$ cat src/hw/rtl/rgb_luma_laplacian_3x3_filter_defines.svh
// Assertion macros shared by the luma Laplacian filter modules.
`ifndef RGB_LUMA_LAPLACIAN_3X3_FILTER_DEFINES_SVH
`define RGB_LUMA_LAPLACIAN_3X3_FILTER_DEFINES_SVH

// Same-cycle implication, checked while out of reset.
`define RLLF_ASSERT_NOW(lbl, ante, cons, msg) \
  lbl: assert property (@(posedge clk) disable iff (!rst_n) (ante) |-> (cons)) \
    else $error(msg);

// Next-cycle implication, checked while out of reset.
`define RLLF_ASSERT_NEXT(lbl, ante, cons, msg) \
  lbl: assert property (@(posedge clk) disable iff (!rst_n) (ante) |=> (cons)) \
    else $error(msg);

`endif

$ cat src/hw/rtl/rllf_pkg.sv
// Types and constants of the luma Laplacian filter.
package rllf_pkg;

  localparam int MAX_LINE_WIDTH   = 64;
  localparam int MAX_FRAME_HEIGHT = 2048;
  localparam int MIN_SIZE         = 3;

  localparam int COL_W        = $clog2(MAX_LINE_WIDTH);
  localparam int ROW_W        = $clog2(MAX_FRAME_HEIGHT);
  localparam int WIDTH_REG_W  = 7;
  localparam int HEIGHT_REG_W = 12;
  localparam int DATA_W       = 32;
  localparam int ADDR_W       = 3;

  localparam logic [WIDTH_REG_W-1:0]  WIDTH_RESET  = WIDTH_REG_W'(64);
  localparam logic [HEIGHT_REG_W-1:0] HEIGHT_RESET = HEIGHT_REG_W'(48);

  // Register index, taken from paddr bit 2.
  localparam logic REG_IDX_WIDTH  = 1'b0;
  localparam logic REG_IDX_HEIGHT = 1'b1;

  localparam int LUMA_W     = 8;
  localparam int LUMA_PROD_W = 16;
  localparam int LUMA_SHIFT = 8;
  localparam logic [LUMA_W-1:0] LUMA_KR = 8'd77;
  localparam logic [LUMA_W-1:0] LUMA_KG = 8'd150;
  localparam logic [LUMA_W-1:0] LUMA_KB = 8'd29;

  localparam int SUM_W = 11;
  localparam logic [LUMA_W-1:0] PIX_MAX = 8'hff;

  localparam int RAM_W = 2 * LUMA_W;

  localparam int RESULTS_MAX = 2;
  localparam int QUEUE_DEPTH = 8;
  localparam int QPTR_W      = $clog2(QUEUE_DEPTH);
  localparam int QCNT_W      = $clog2(QUEUE_DEPTH + 1);

  typedef struct packed {
    logic [WIDTH_REG_W-1:0]  width;
    logic [HEIGHT_REG_W-1:0] height;
  } cfg_t;

  typedef struct packed {
    logic [COL_W-1:0]  col;
    logic [ROW_W-1:0]  orow;
    logic [LUMA_W-1:0] luma;
    logic              emit_first;
    logic              emit_edge;
    logic              interior;
  } work_t;

  typedef struct packed {
    logic [COL_W-1:0]  col;
    logic [ROW_W-1:0]  row;
    logic [LUMA_W-1:0] value;
    logic              last;
  } result_t;

  typedef struct packed {
    logic    push_first;
    logic    push_second;
    result_t first;
    result_t second;
  } q_write_t;

endpackage

$ cat src/hw/rtl/rllf_ram.sv
// Generic single-write, single-read RAM with registered read data.
module rllf_ram #(
  parameter int WIDTH = 16,
  parameter int DEPTH = 64
) (
  input  logic                     clk,
  input  logic                     wr_en,
  input  logic [$clog2(DEPTH)-1:0] wr_addr,
  input  logic [WIDTH-1:0]         wr_data,
  input  logic                     rd_en,
  input  logic [$clog2(DEPTH)-1:0] rd_addr,
  output logic [WIDTH-1:0]         rd_data
);

  logic [WIDTH-1:0] mem_r [DEPTH];

  always_ff @(posedge clk) begin
    if (wr_en) begin
      mem_r[wr_addr] <= wr_data;
    end
    if (rd_en) begin
      rd_data <= mem_r[rd_addr];
    end
  end

endmodule

$ cat src/hw/rtl/rllf_front.sv
// Front end: position counters, luma conversion, line store read and credit check.
`include "rgb_luma_laplacian_3x3_filter_defines.svh"
module rllf_front import rllf_pkg::*; (
  input  logic              clk,
  input  logic              rst_n,
  input  cfg_t              cfg,
  input  logic              push,
  input  logic [23:0]       pixel,
  output logic              full,
  input  logic [QCNT_W-1:0] q_count,
  output logic              rd_en,
  output logic [COL_W-1:0]  rd_addr,
  output logic              work_valid,
  output work_t             work
);

  logic [COL_W-1:0]        col_cnt_r, col_cnt_nxt;
  logic [ROW_W-1:0]        row_cnt_r, row_cnt_nxt;
  logic                    work_valid_r;
  work_t                   work_r, work_nxt;
  logic [WIDTH_REG_W-1:0]  eff_w;
  logic [HEIGHT_REG_W-1:0] eff_h;
  logic [COL_W-1:0]        w_m1, c;
  logic [ROW_W-1:0]        h_m1, r, orow;
  logic [LUMA_PROD_W-1:0]  luma_sum;
  logic                    accept;

  always_comb begin
    if (cfg.width < WIDTH_REG_W'(MIN_SIZE)) begin
      eff_w = WIDTH_REG_W'(MIN_SIZE);
    end else if (cfg.width > WIDTH_REG_W'(MAX_LINE_WIDTH)) begin
      eff_w = WIDTH_REG_W'(MAX_LINE_WIDTH);
    end else begin
      eff_w = cfg.width;
    end
    if (cfg.height < HEIGHT_REG_W'(MIN_SIZE)) begin
      eff_h = HEIGHT_REG_W'(MIN_SIZE);
    end else if (cfg.height > HEIGHT_REG_W'(MAX_FRAME_HEIGHT)) begin
      eff_h = HEIGHT_REG_W'(MAX_FRAME_HEIGHT);
    end else begin
      eff_h = cfg.height;
    end
  end

  assign w_m1 = COL_W'(eff_w - WIDTH_REG_W'(1));
  assign h_m1 = ROW_W'(eff_h - HEIGHT_REG_W'(1));

  // Treat a counter beyond a shrunk frame as the last column or row.
  assign c = (WIDTH_REG_W'(col_cnt_r) < eff_w) ? col_cnt_r : w_m1;
  assign r = (HEIGHT_REG_W'(row_cnt_r) < eff_h) ? row_cnt_r : h_m1;

  always_comb begin
    if (r == '0) begin
      orow = '0;
    end else if (r == ROW_W'(1)) begin
      orow = h_m1;
    end else begin
      orow = r - ROW_W'(1);
    end
  end

  assign luma_sum = LUMA_PROD_W'(LUMA_KR) * LUMA_PROD_W'(pixel[23:16])
                  + LUMA_PROD_W'(LUMA_KG) * LUMA_PROD_W'(pixel[15:8])
                  + LUMA_PROD_W'(LUMA_KB) * LUMA_PROD_W'(pixel[7:0]);

  // Admit an item only when the queue has room for its results and those in flight.
  assign full   = (int'(q_count) + (work_valid_r ? RESULTS_MAX : 0) + RESULTS_MAX)
                  > QUEUE_DEPTH;
  assign accept = push && !full;

  always_comb begin
    col_cnt_nxt = col_cnt_r;
    row_cnt_nxt = row_cnt_r;
    if (accept) begin
      if (c >= w_m1) begin
        col_cnt_nxt = '0;
        row_cnt_nxt = (r >= h_m1) ? '0 : r + ROW_W'(1);
      end else begin
        col_cnt_nxt = c + COL_W'(1);
        row_cnt_nxt = r;
      end
    end
  end

  always_comb begin
    work_nxt.col        = c;
    work_nxt.orow       = orow;
    work_nxt.luma       = LUMA_W'(luma_sum >> LUMA_SHIFT);
    work_nxt.emit_first = (c >= COL_W'(1));
    work_nxt.emit_edge  = (c == w_m1);
    work_nxt.interior   = (r >= ROW_W'(2)) && (c >= COL_W'(2));
  end

  always_ff @(posedge clk) begin
    if (!rst_n) begin
      col_cnt_r    <= '0;
      row_cnt_r    <= '0;
      work_valid_r <= 1'b0;
    end else begin
      col_cnt_r    <= col_cnt_nxt;
      row_cnt_r    <= row_cnt_nxt;
      work_valid_r <= accept;
    end
  end

  always_ff @(posedge clk) begin
    if (accept) begin
      work_r <= work_nxt;
    end
  end

  assign rd_en      = accept;
  assign rd_addr    = c;
  assign work_valid = work_valid_r;
  assign work       = work_r;

  `RLLF_ASSERT_NOW(a_room_in_flight, work_valid_r, (int'(q_count) + RESULTS_MAX) <= QUEUE_DEPTH, "queue lacks room for item in flight")

endmodule

$ cat src/hw/rtl/rllf_back.sv
// Back end: window columns, Laplacian sum, clamp and result generation.
module rllf_back import rllf_pkg::*; (
  input  logic             clk,
  input  logic             rst_n,
  input  logic             work_valid,
  input  work_t            work,
  input  logic [RAM_W-1:0] rd_data,
  output logic             wr_en,
  output logic [COL_W-1:0] wr_addr,
  output logic [RAM_W-1:0] wr_data,
  output q_write_t         q_wr
);

  logic [LUMA_W-1:0] win_r [6];
  logic [LUMA_W-1:0] win_nxt [6];
  logic [LUMA_W-1:0] top, mid, bot, value;
  logic [SUM_W-1:0]  pos, neg, diff;

  assign top = rd_data[RAM_W-1:LUMA_W];
  assign mid = rd_data[LUMA_W-1:0];
  assign bot = work.luma;

  assign pos = {win_r[4], 3'b000};
  assign neg = SUM_W'(win_r[0]) + SUM_W'(win_r[1]) + SUM_W'(win_r[2])
             + SUM_W'(win_r[3]) + SUM_W'(win_r[5])
             + SUM_W'(top) + SUM_W'(mid) + SUM_W'(bot);
  assign diff = pos - neg;

  always_comb begin
    if (!work.interior || neg >= pos) begin
      value = '0;
    end else if (diff > SUM_W'(PIX_MAX)) begin
      value = PIX_MAX;
    end else begin
      value = LUMA_W'(diff);
    end
  end

  always_comb begin
    win_nxt[0] = win_r[3];
    win_nxt[1] = win_r[4];
    win_nxt[2] = win_r[5];
    win_nxt[3] = top;
    win_nxt[4] = mid;
    win_nxt[5] = bot;
  end

  always_ff @(posedge clk) begin
    if (!rst_n) begin
      for (int i = 0; i < 6; i++) begin
        win_r[i] <= '0;
      end
    end else if (work_valid) begin
      for (int i = 0; i < 6; i++) begin
        win_r[i] <= win_nxt[i];
      end
    end
  end

  // Shift the line store down by one row at this column.
  assign wr_en   = work_valid;
  assign wr_addr = work.col;
  assign wr_data = {mid, bot};

  always_comb begin
    q_wr.push_first   = work_valid && work.emit_first;
    q_wr.push_second  = work_valid && work.emit_edge;
    q_wr.first.col    = work.col - COL_W'(1);
    q_wr.first.row    = work.orow;
    q_wr.first.value  = value;
    q_wr.first.last   = !work.emit_edge;
    q_wr.second.col   = work.col;
    q_wr.second.row   = work.orow;
    q_wr.second.value = '0;
    q_wr.second.last  = 1'b1;
  end

endmodule

$ cat src/hw/rtl/rllf_queue.sv
// Result queue: takes up to two results per cycle, hands out one.
`include "rgb_luma_laplacian_3x3_filter_defines.svh"
module rllf_queue import rllf_pkg::*; (
  input  logic              clk,
  input  logic              rst_n,
  input  q_write_t          q_wr,
  input  logic              pop,
  output logic              empty,
  output result_t           head,
  output logic [QCNT_W-1:0] count
);

  result_t           mem_r [QUEUE_DEPTH];
  logic [QPTR_W-1:0] wr_ptr_r, wr_ptr_nxt, rd_ptr_r, rd_ptr_nxt, wr_ptr_p1;
  logic [QCNT_W-1:0] count_r, count_nxt;
  logic [1:0]        wr_n;
  logic              pop_ok;

  assign wr_ptr_p1 = wr_ptr_r + QPTR_W'(1);
  assign wr_n      = 2'(q_wr.push_first) + 2'(q_wr.push_second);
  assign pop_ok    = pop && (count_r != '0);

  always_comb begin
    wr_ptr_nxt = wr_ptr_r + QPTR_W'(wr_n);
    rd_ptr_nxt = pop_ok ? rd_ptr_r + QPTR_W'(1) : rd_ptr_r;
    count_nxt  = count_r + QCNT_W'(wr_n) - QCNT_W'(pop_ok);
  end

  always_ff @(posedge clk) begin
    if (!rst_n) begin
      wr_ptr_r <= '0;
      rd_ptr_r <= '0;
      count_r  <= '0;
    end else begin
      wr_ptr_r <= wr_ptr_nxt;
      rd_ptr_r <= rd_ptr_nxt;
      count_r  <= count_nxt;
    end
  end

  always_ff @(posedge clk) begin
    if (q_wr.push_first) begin
      mem_r[wr_ptr_r] <= q_wr.first;
    end
    if (q_wr.push_second) begin
      mem_r[wr_ptr_p1] <= q_wr.second;
    end
  end

  assign empty = (count_r == '0);
  assign head  = mem_r[rd_ptr_r];
  assign count = count_r;

  `RLLF_ASSERT_NOW(a_count_bound, 1'b1, int'(count_r) <= QUEUE_DEPTH, "result queue overfilled")
  `RLLF_ASSERT_NOW(a_edge_follows_first, q_wr.push_second, q_wr.push_first, "edge result without its column result")
  `RLLF_ASSERT_NEXT(a_pop_drains, pop_ok && (wr_n == 2'd0), count_r == $past(count_r) - QCNT_W'(1), "transfer out did not drain queue")

endmodule

$ cat src/hw/rtl/rgb_luma_laplacian_3x3_filter.sv
// Top level of the RGB luma 3x3 Laplacian edge filter.
// A transferred pixel is registered with its line-store read; its results then enter the queue that drives out_.
// Throughput: one pixel per cycle while full is low; a line of W pixels yields W results (none for
// column 0, two for the last column), so one result transfer per cycle keeps pace with the input.
// Reset clears the position counters, the window columns and the queue, and restores width 64
// and height 48; the luma line store is not cleared, so no clearing pass is needed.
module rgb_luma_laplacian_3x3_filter import rllf_pkg::*; (
  input  logic                clk,
  input  logic                rst_n,
  // Input channel
  input  logic                push,
  output logic                full,
  input  logic [23:0]         in_rgb_pixel,
  // Result channel
  output logic                empty,
  input  logic                pop,
  output logic [COL_W-1:0]    out_col,
  output logic [ROW_W-1:0]    out_row,
  output logic [23:0]         out_filtered_pixel,
  output logic                out_last_of_run,
  // Configuration port
  input  logic                psel,
  input  logic                penable,
  input  logic                pwrite,
  input  logic [ADDR_W-1:0]   paddr,
  input  logic [DATA_W-1:0]   pwdata,
  output logic [DATA_W-1:0]   prdata,
  output logic                pready
);

  logic [WIDTH_REG_W-1:0]  width_r, width_nxt;
  logic [HEIGHT_REG_W-1:0] height_r, height_nxt;
  logic                    cfg_wr;
  logic                    reg_idx;
  cfg_t                    cfg;

  logic              rd_en, wr_en, work_valid;
  logic [COL_W-1:0]  rd_addr, wr_addr;
  logic [RAM_W-1:0]  rd_data, wr_data;
  work_t             work;
  q_write_t          q_wr;
  result_t           head;
  logic [QCNT_W-1:0] q_count;

  // Configuration registers: always ready, written on the access phase of a transfer.
  assign pready  = 1'b1;
  assign reg_idx = paddr[2];
  assign cfg_wr  = psel && penable && pwrite && pready;

  always_comb begin
    width_nxt  = width_r;
    height_nxt = height_r;
    if (cfg_wr) begin
      case (reg_idx)
        REG_IDX_WIDTH:  width_nxt  = pwdata[WIDTH_REG_W-1:0];
        REG_IDX_HEIGHT: height_nxt = pwdata[HEIGHT_REG_W-1:0];
        default: ;
      endcase
    end
  end

  always_ff @(posedge clk) begin
    if (!rst_n) begin
      width_r  <= WIDTH_RESET;
      height_r <= HEIGHT_RESET;
    end else begin
      width_r  <= width_nxt;
      height_r <= height_nxt;
    end
  end

  always_comb begin
    case (reg_idx)
      REG_IDX_WIDTH:  prdata = DATA_W'(width_r);
      REG_IDX_HEIGHT: prdata = DATA_W'(height_r);
      default:        prdata = '0;
    endcase
  end

  assign cfg.width  = width_r;
  assign cfg.height = height_r;

  // Front: count positions, convert to luma, read the two rows above and
  // hold the pixel back whenever the queue could not take its results.
  rllf_front u_front (
    .clk        (clk),
    .rst_n      (rst_n),
    .cfg        (cfg),
    .push       (push),
    .pixel      (in_rgb_pixel),
    .full       (full),
    .q_count    (q_count),
    .rd_en      (rd_en),
    .rd_addr    (rd_addr),
    .work_valid (work_valid),
    .work       (work)
  );

  // Line store: one entry per column holds {two rows back, one row back}.
  rllf_ram #(
    .WIDTH (RAM_W),
    .DEPTH (MAX_LINE_WIDTH)
  ) u_line_store (
    .clk     (clk),
    .wr_en   (wr_en),
    .wr_addr (wr_addr),
    .wr_data (wr_data),
    .rd_en   (rd_en),
    .rd_addr (rd_addr),
    .rd_data (rd_data)
  );

  // Back: advance the window, evaluate the kernel and push results.
  rllf_back u_back (
    .clk        (clk),
    .rst_n      (rst_n),
    .work_valid (work_valid),
    .work       (work),
    .rd_data    (rd_data),
    .wr_en      (wr_en),
    .wr_addr    (wr_addr),
    .wr_data    (wr_data),
    .q_wr       (q_wr)
  );

  // Result queue decouples the back end from the consumer.
  rllf_queue u_queue (
    .clk   (clk),
    .rst_n (rst_n),
    .q_wr  (q_wr),
    .pop   (pop),
    .empty (empty),
    .head  (head),
    .count (q_count)
  );

  // Replicate the filtered luma into R, G and B.
  assign out_col            = head.col;
  assign out_row            = head.row;
  assign out_filtered_pixel = {head.value, head.value, head.value};
  assign out_last_of_run    = head.last;

endmodule

$ cat config.mk
export PLATFORM = sky130hd
export DESIGN_NAME = rgb_luma_laplacian_3x3_filter
export DESIGN_NICKNAME = d
export VERILOG_FILES = /design/src/hw/rtl/rllf_pkg.sv /design/src/hw/rtl/rllf_ram.sv /design/src/hw/rtl/rllf_front.sv /design/src/hw/rtl/rllf_back.sv /design/src/hw/rtl/rllf_queue.sv /design/src/hw/rtl/rgb_luma_laplacian_3x3_filter.sv
export VERILOG_INCLUDE_DIRS = /design/src /design/src/hw/rtl
export SDC_FILE = /design/constraint.sdc
export NUM_CORES = 2
export LEC_CHECK = 0
export BUFFER_PORTS_ARGS = -buffer_cell sky130_fd_sc_hd__buf_4
export CAP_MARGIN = 15
export CORE_UTILIZATION = 30
export CTS_BUF_LIST = sky130_fd_sc_hd__clkbuf_16
export CTS_CLUSTER_DIAMETER = 60
export DETAILED_ROUTE_END_ITERATION = 16
export SYNTH_ARGS = -nofsm -noshare
export SYNTH_HDL_FRONTEND = slang
export SYNTH_SLANG_ARGS = --single-unit
$ cat constraint.sdc
create_clock -name clk -period 12.7 [get_ports clk]
set_clock_uncertainty 0.05 [all_clocks]
set_input_delay 3.175 -clock clk [delete_from_list [all_inputs] [get_ports clk]]
set_output_delay 3.175 -clock clk [all_outputs]
set_load 0.01 [all_outputs]
Word level (Yosys, flattened, before mapping)
Memories as Yosys holds them, arrays and structs flattened. A register that Yosys moved wholly into a read port is not among the register bits.
Cells that the tools add are included.
{"block": "totals", "regBits": 75, "mem_bits_rw": 1280, "in_bits": 66, "memories": 3}
{"block": "classes", "addsub": 24, "multipliers": 3, "n_lt_le_gt_ge": 14, "n_eq_ne": 2, "mux": 31, "bitwise": 7, "n_reduce_logical": 16}
{"memory": "u_line_store.mem_r", "words": 64, "word_bits": 16, "read_ports": 1, "rd_ports_with_merged_regs": 1, "wr": 1, "line": "rllf_ram.sv:15", "text": "logic [WIDTH-1:0] mem_r [DEPTH];"}
{"memory": "u_queue.mem_r", "words": 8, "word_bits": 26, "read_ports": 1, "rd_ports_with_merged_regs": 1, "wr": 2, "line": "rllf_queue.sv:13", "text": "result_t mem_r [QUEUE_DEPTH];"}
{"memory": "u_back.win_r", "words": 6, "word_bits": 8, "read_ports": 6, "rd_ports_with_merged_regs": 0, "wr": 6, "line": "rllf_back.sv:14", "text": "logic [LUMA_W-1:0] win_r [6];"}
{"operator": "$add 11x8->11", "n": 6}
{"operator": "$mux 8", "n": 8}
{"operator": "$pmux 32 s2", "n": 1}
{"operator": "$mux 11", "n": 4}
{"operator": "$add 32x3->32 const B", "n": 1}
{"operator": "$add 5x32->32", "n": 1}
{"operator": "$gt 32x5->1 const B", "n": 1}
{"operator": "$mul 7x8->15 const A", "n": 2}
{"operator": "$mux 12", "n": 2}
{"operator": "$ge 11x11->1", "n": 2}
{"operator": "$sub 11x1->11 const B", "n": 2}
{"operator": "$add 15x16->16", "n": 1}
{"operator": "$add 16x13->16", "n": 1}
{"operator": "$mux 7", "n": 2}
{"operator": "$mul 5x8->13 const A", "n": 1}
{"operator": "$gt 12x12->1 const B", "n": 1}
{"operator": "$lt 11x12->1", "n": 1}
{"operator": "$lt 12x2->1 const B", "n": 1}
{"operator": "$mux 6", "n": 2}
{"operator": "$sub 6x1->6 const B", "n": 2}
{"operator": "$add 11x1->11 const B", "n": 1}
{"operator": "$eq 11x1->1 const B", "n": 1}
{"operator": "$ge 11x2->1 const B", "n": 1}
{"operator": "$gt 11x8->1 const B", "n": 1}
{"operator": "other kinds (27)", "n": 51}

Logic depth before layout (Yosys ltp)
An unclocked memory read counts as a cell.
{"block": "logic_depth", "word_depth": 12, "ltp_mapped": 29, "mapped_depth_nobuf": 29}

By module
From an unflattened synthesis, not the netlist that was laid out.
{"block": "unflattened", "hier_cells": 3779, "hier_area_um2": 64179.1}
{"mod": "rllf_ram", "n_inst": 1, "cells_per_inst": 1829, "area_each_um2": 40202.3, "seq_area_each_um2": 31230.0}
{"mod": "rllf_queue", "n_inst": 1, "cells_per_inst": 618, "area_each_um2": 11101.9, "seq_area_each_um2": 6506.2}
{"mod": "rllf_front", "n_inst": 1, "cells_per_inst": 782, "area_each_um2": 7245.7, "seq_area_each_um2": 1201.2}
{"mod": "rllf_back", "n_inst": 1, "cells_per_inst": 417, "area_each_um2": 4446.8, "seq_area_each_um2": 1441.4}
{"mod": "rgb_luma_laplacian_3x3_filter", "n_inst": 1, "cells_per_inst": 133, "area_each_um2": 1182.4, "seq_area_each_um2": 380.4}

Worst setup path after synthesis
No wires, ideal clock.
{"block": "synth_path", "path_kind": "input port to flip-flop", "startpoint": "input port in_rgb_pixel[12]", "endpoint": "register u_front.work_r, in the netlist u_front.work[10], data pin", "t_arrival_ns": 8.722, "required_ns": 12.390, "path_slack_ns": 3.668, "stages": 24, "path_buffers": 0, "cell_sequence": "ha_1 > ha_1 > inv_1 > fa_1 > fa_1 > inv_1 > ha_1 > o21ai_0 > nor2b_1 > xnor2_1 > ha_1 > inv_1 > fa_1 > fa_1 > inv_1 > fa_1 > ha_1 > and3_1 > a21oi_1 > o21ai_0 > o41a_1 > a21o_1 > a21oi_1 > xnor2_1"}
{"block": "synth_via", "elab_chain_len": 3}
{"element": "start: declaration", "line": "rgb_luma_laplacian_3x3_filter.sv:13", "text": "input logic [23:0] in_rgb_pixel,"}
{"element": "$mul 7x8->15", "line": "rllf_front.sv:63", "text": "+ LUMA_PROD_W'(LUMA_KG) * LUMA_PROD_W'(pixel[15:8])"}
{"element": "$add 15x16->16", "line": "rllf_front.sv:63"}
{"element": "$add 16x13->16", "line": "rllf_front.sv:64", "text": "+ LUMA_PROD_W'(LUMA_KB) * LUMA_PROD_W'(pixel[7:0]);"}
{"element": "named net u_front.luma_sum[15]", "line": "rllf_front.sv:25", "text": "logic [LUMA_PROD_W-1:0] luma_sum;"}
{"element": "end signal: assignment", "line": "rllf_front.sv:108", "text": "work_r <= work_nxt;"}
{"element": "end: declaration", "line": "rllf_front.sv:20", "text": "work_t work_r, work_nxt;"}
The timed path passes the listed nets, and every way through them passes these cells.
A chain may end at the register's enable or synchronous reset.

Final worst setup path
{"block": "layout_path", "startpoint": "input port in_rgb_pixel[11]", "endpoint": "register u_front.work_r, in the netlist u_front.work[10], data pin"}
The elaborated chain is that of the path after synthesis.

==> qor.csv <==
metric,value,unit
synth_top_area_share,52.64,%
num_vias,51130,
max-cap-violations,0,
timing_worst_setup_path_type,primary input to flip-flop,
grt_first_pass_wirelength,321200,um
layout-drive-gt1-share,15.89,%
die_h,489.9,um
drcViolationCount,0,
cts_buffer_depth,3,
clock-sinks,1374,
overflow,0,
yosysWarnings,0,
cts.repair.resized,0,
outcome,"finished, final reports clean",
arrival,9.19,ns
drt_iter0_drc,5619,
grt_max_degree,130,
layout_commonest_cell,edfxtp_1,
ys_types,89,
fill_cells,22820,
syn2layout_area_growth,12.97,%
synthCells,5943,
worst_pin_slew,1.218,ns
cts_root_buffer,clkbuf_16,
die_w,489.9,um
synth_area_leaders,"edfxtp_1, mux2_2, nand2_1, dfxtp_1, mux4_2",
p_leak,28.11,nW
synthArstFlopShare,0,%
totalWireLength,217600,um
ant_nets,0,
hp-class,flip-flop to flip-flop,
finalSetupTns,0,ns
rsz0062_at_grt,false,
relSlewSlack,18.74,%
ff_latch_area,0.04006,mm2
fp-row-count,178,
hold_violations,0,
insertion_delay,0.81,ns
drt-pass1-iter-count,6,
cp-start-kind,primary input,
crit_path_frequent_cell,ha_1,
end_kind,flip-flop,
port-buffer-count,99,
netlist_area,0.07142,mm2
mostFrequentLayoutCells,"edfxtp_1, nand2_1, a21oi_1, mux2_2, inv_1",
ys_ff_latch,1374,
yosysSeqAreaShare,56.06,%
track_usage,17.51,%
finalSetupViolations,0,
critPathMaxStageDelay,0.49,ns
power_density,225.5,mW/mm2
postCtsSetupBuffers,0,
synth_edf_count,1252,
via_per_inst,5.550,
grt_pass1_vias,49790,
ctsHoldBuffers,0,
critPathRequiredTime,13.18,ns
ys.flop_type,edfxtp_1,
multi_input_area,0.02863,mm2
critPathSlowestCell,fa_1,
min_period_over_period,68.54,%
antenna_found_initial,12,
finalCriticalPeriod,8.705,ns
peakVddDrop,0.3885,mV
final_util,34.21,%
hpwl,127600,um
initial_core_util,30.28,%
core_area,0.2359,mm2
cts_htree_levels,4,
final-max-slew-violation-count,0,
gp_congestion,0.8287,
numCtsBuffers,150,
clk_pin_slew,0.06,ns
cp_max_fo,4,
ios,143,
avgSynthCellArea,12.02,um2
cts_tree,built,
yosys.area.top_type,edfxtp_1,
max_clock_freq,114.9,MHz
die_area,0.2400,mm2
wl_per_cell,23.61,um
nets,6284,
-- flip-flops by register name, summed over array words and instances (netlist names), named ones only --
signal	cells
u_back.win_r	48
u_queue.mem_r	208
u_front.col_cnt_r	6
u_line_store.rd_data	16
u_queue.rd_ptr_r	3
u_front.work	28
u_queue.count	4
width_r	7
u_front.work_valid	1
u_queue.wr_ptr_r	3
height_r	12
u_front.row_cnt_r	11
u_line_store.mem_r	1024
-- metal layers --
layer	global-route usage [%]	vias up	part of all wire, %
met5	0	-	0.033
met4	7.147	8	3.8
met3	3.349	394	9.1
met2	27.73	2459	46
met1	23.41	25840	41
li1	-	22430	-
-- layout make-up --
class                   instances  share of cell area (%)
clock inverters               112                   1.312
multi-input cells            3876                   35.48
repair buffers                282                   2.745
clock buffers                 151                   4.683
flip-flops and latches       1374                   49.65
diodes                          4                 0.01241
well taps                    3150                   4.885
inverters                     264                   1.237
-- through the flow --
stage	power (mW)	cells	cell area [um2]	worst slack, ns	hold WS [ns]
2_1_floorplan	11.62	5962	71490	3.668	0.3883
3_3_place_gp	13.75	8944	75810	3.098	0.3979
3_5_place_dp	13.90	8944	75810	3.163	0.4063
4_1_cts	18.24	9207	80650	4.000	0.4198
5_1_grt	19.27	9209	80670	3.673	0.4432
6_report	18.19	9213	80680	3.995	0.4187
-- cells by family (layout without fill, tap and decap cells) --
| family | after synthesis | in the layout | synth area share (%) |
|---|---|---|---|
| xor+xnor | 68 | 68 | 0.8339 |
| flops | 1374 | 1374 | 56.06 |
| other cells | 2 | 25 | 0.01051 |
| simple gates | 1640 | 1640 | 10.39 |
| fa+ha+maj | 270 | 270 | 5.739 |
| mux | 568 | 568 | 10.22 |
| buf+inv | 712 | 809 | 4.243 |
| compound gates | 1309 | 1309 | 12.51 |
-- power by group --
| part | switching [mW] | leakage, nW | internal (mW) |
|---|---|---|---|
| Sequential | 0.212 | 12.5 | 5.64 |
| Combinational | 5.00 | 13.2 | 3.03 |
| Clock | 1.85 | 2.46 | 2.46 |
-- cell usage after synthesis, types with 41 or more instances --
library cell  number
mux4_2            97
dfxtp_1          122
ha_1             174
xnor2_1           44
inv_1            262
a21oi_1          393
clkbuf_1         249
nand2_1          873
buf_2             68
a221oi_1         208
buf_1             70
a31oi_1           41
nand2b_1          65
buf_4             50
o211ai_1          77
and2_1           100
o21ai_0          162
and3_1            49
nand3_1          224
mux2_2           309
mux2i_1          159
nor3_1            67
fa_1              96
a221o_1           81
edfxtp_1        1252
a211oi_1          74
nor2_1           154
o22ai_1           77
-- worst paths after layout --
path                                    startpoint                          endpoint  slack, ns  cells past startpoint
hold / removal    u_queue.mem_r[2][7]$_SDFFE_PP0P_  u_queue.mem_r[2][7]$_SDFFE_PP0P_       0.42                      2
hold reg to reg   u_queue.mem_r[2][7]$_SDFFE_PP0P_  u_queue.mem_r[2][7]$_SDFFE_PP0P_       0.42                      2
setup reg to reg  u_back.win_r[0][0]$_SDFFCE_PN0P_  u_queue.mem_r[1][2]$_SDFFE_PP0P_       5.30                     27
setup / recovery                  in_rgb_pixel[11]        u_front.work[10]$_DFFE_PP_       4.00                     26
-- critical path: cells and delay by family --
kind | cells | cell delay [ns]
compound gates | 7 | 1.43
fa+ha+maj | 10 | 3.65
simple gates | 2 | 0.35
buf+inv | 5 | 0.35
xor+xnor | 2 | 0.22
Note: power is estimated with default switching activity, not from simulation.
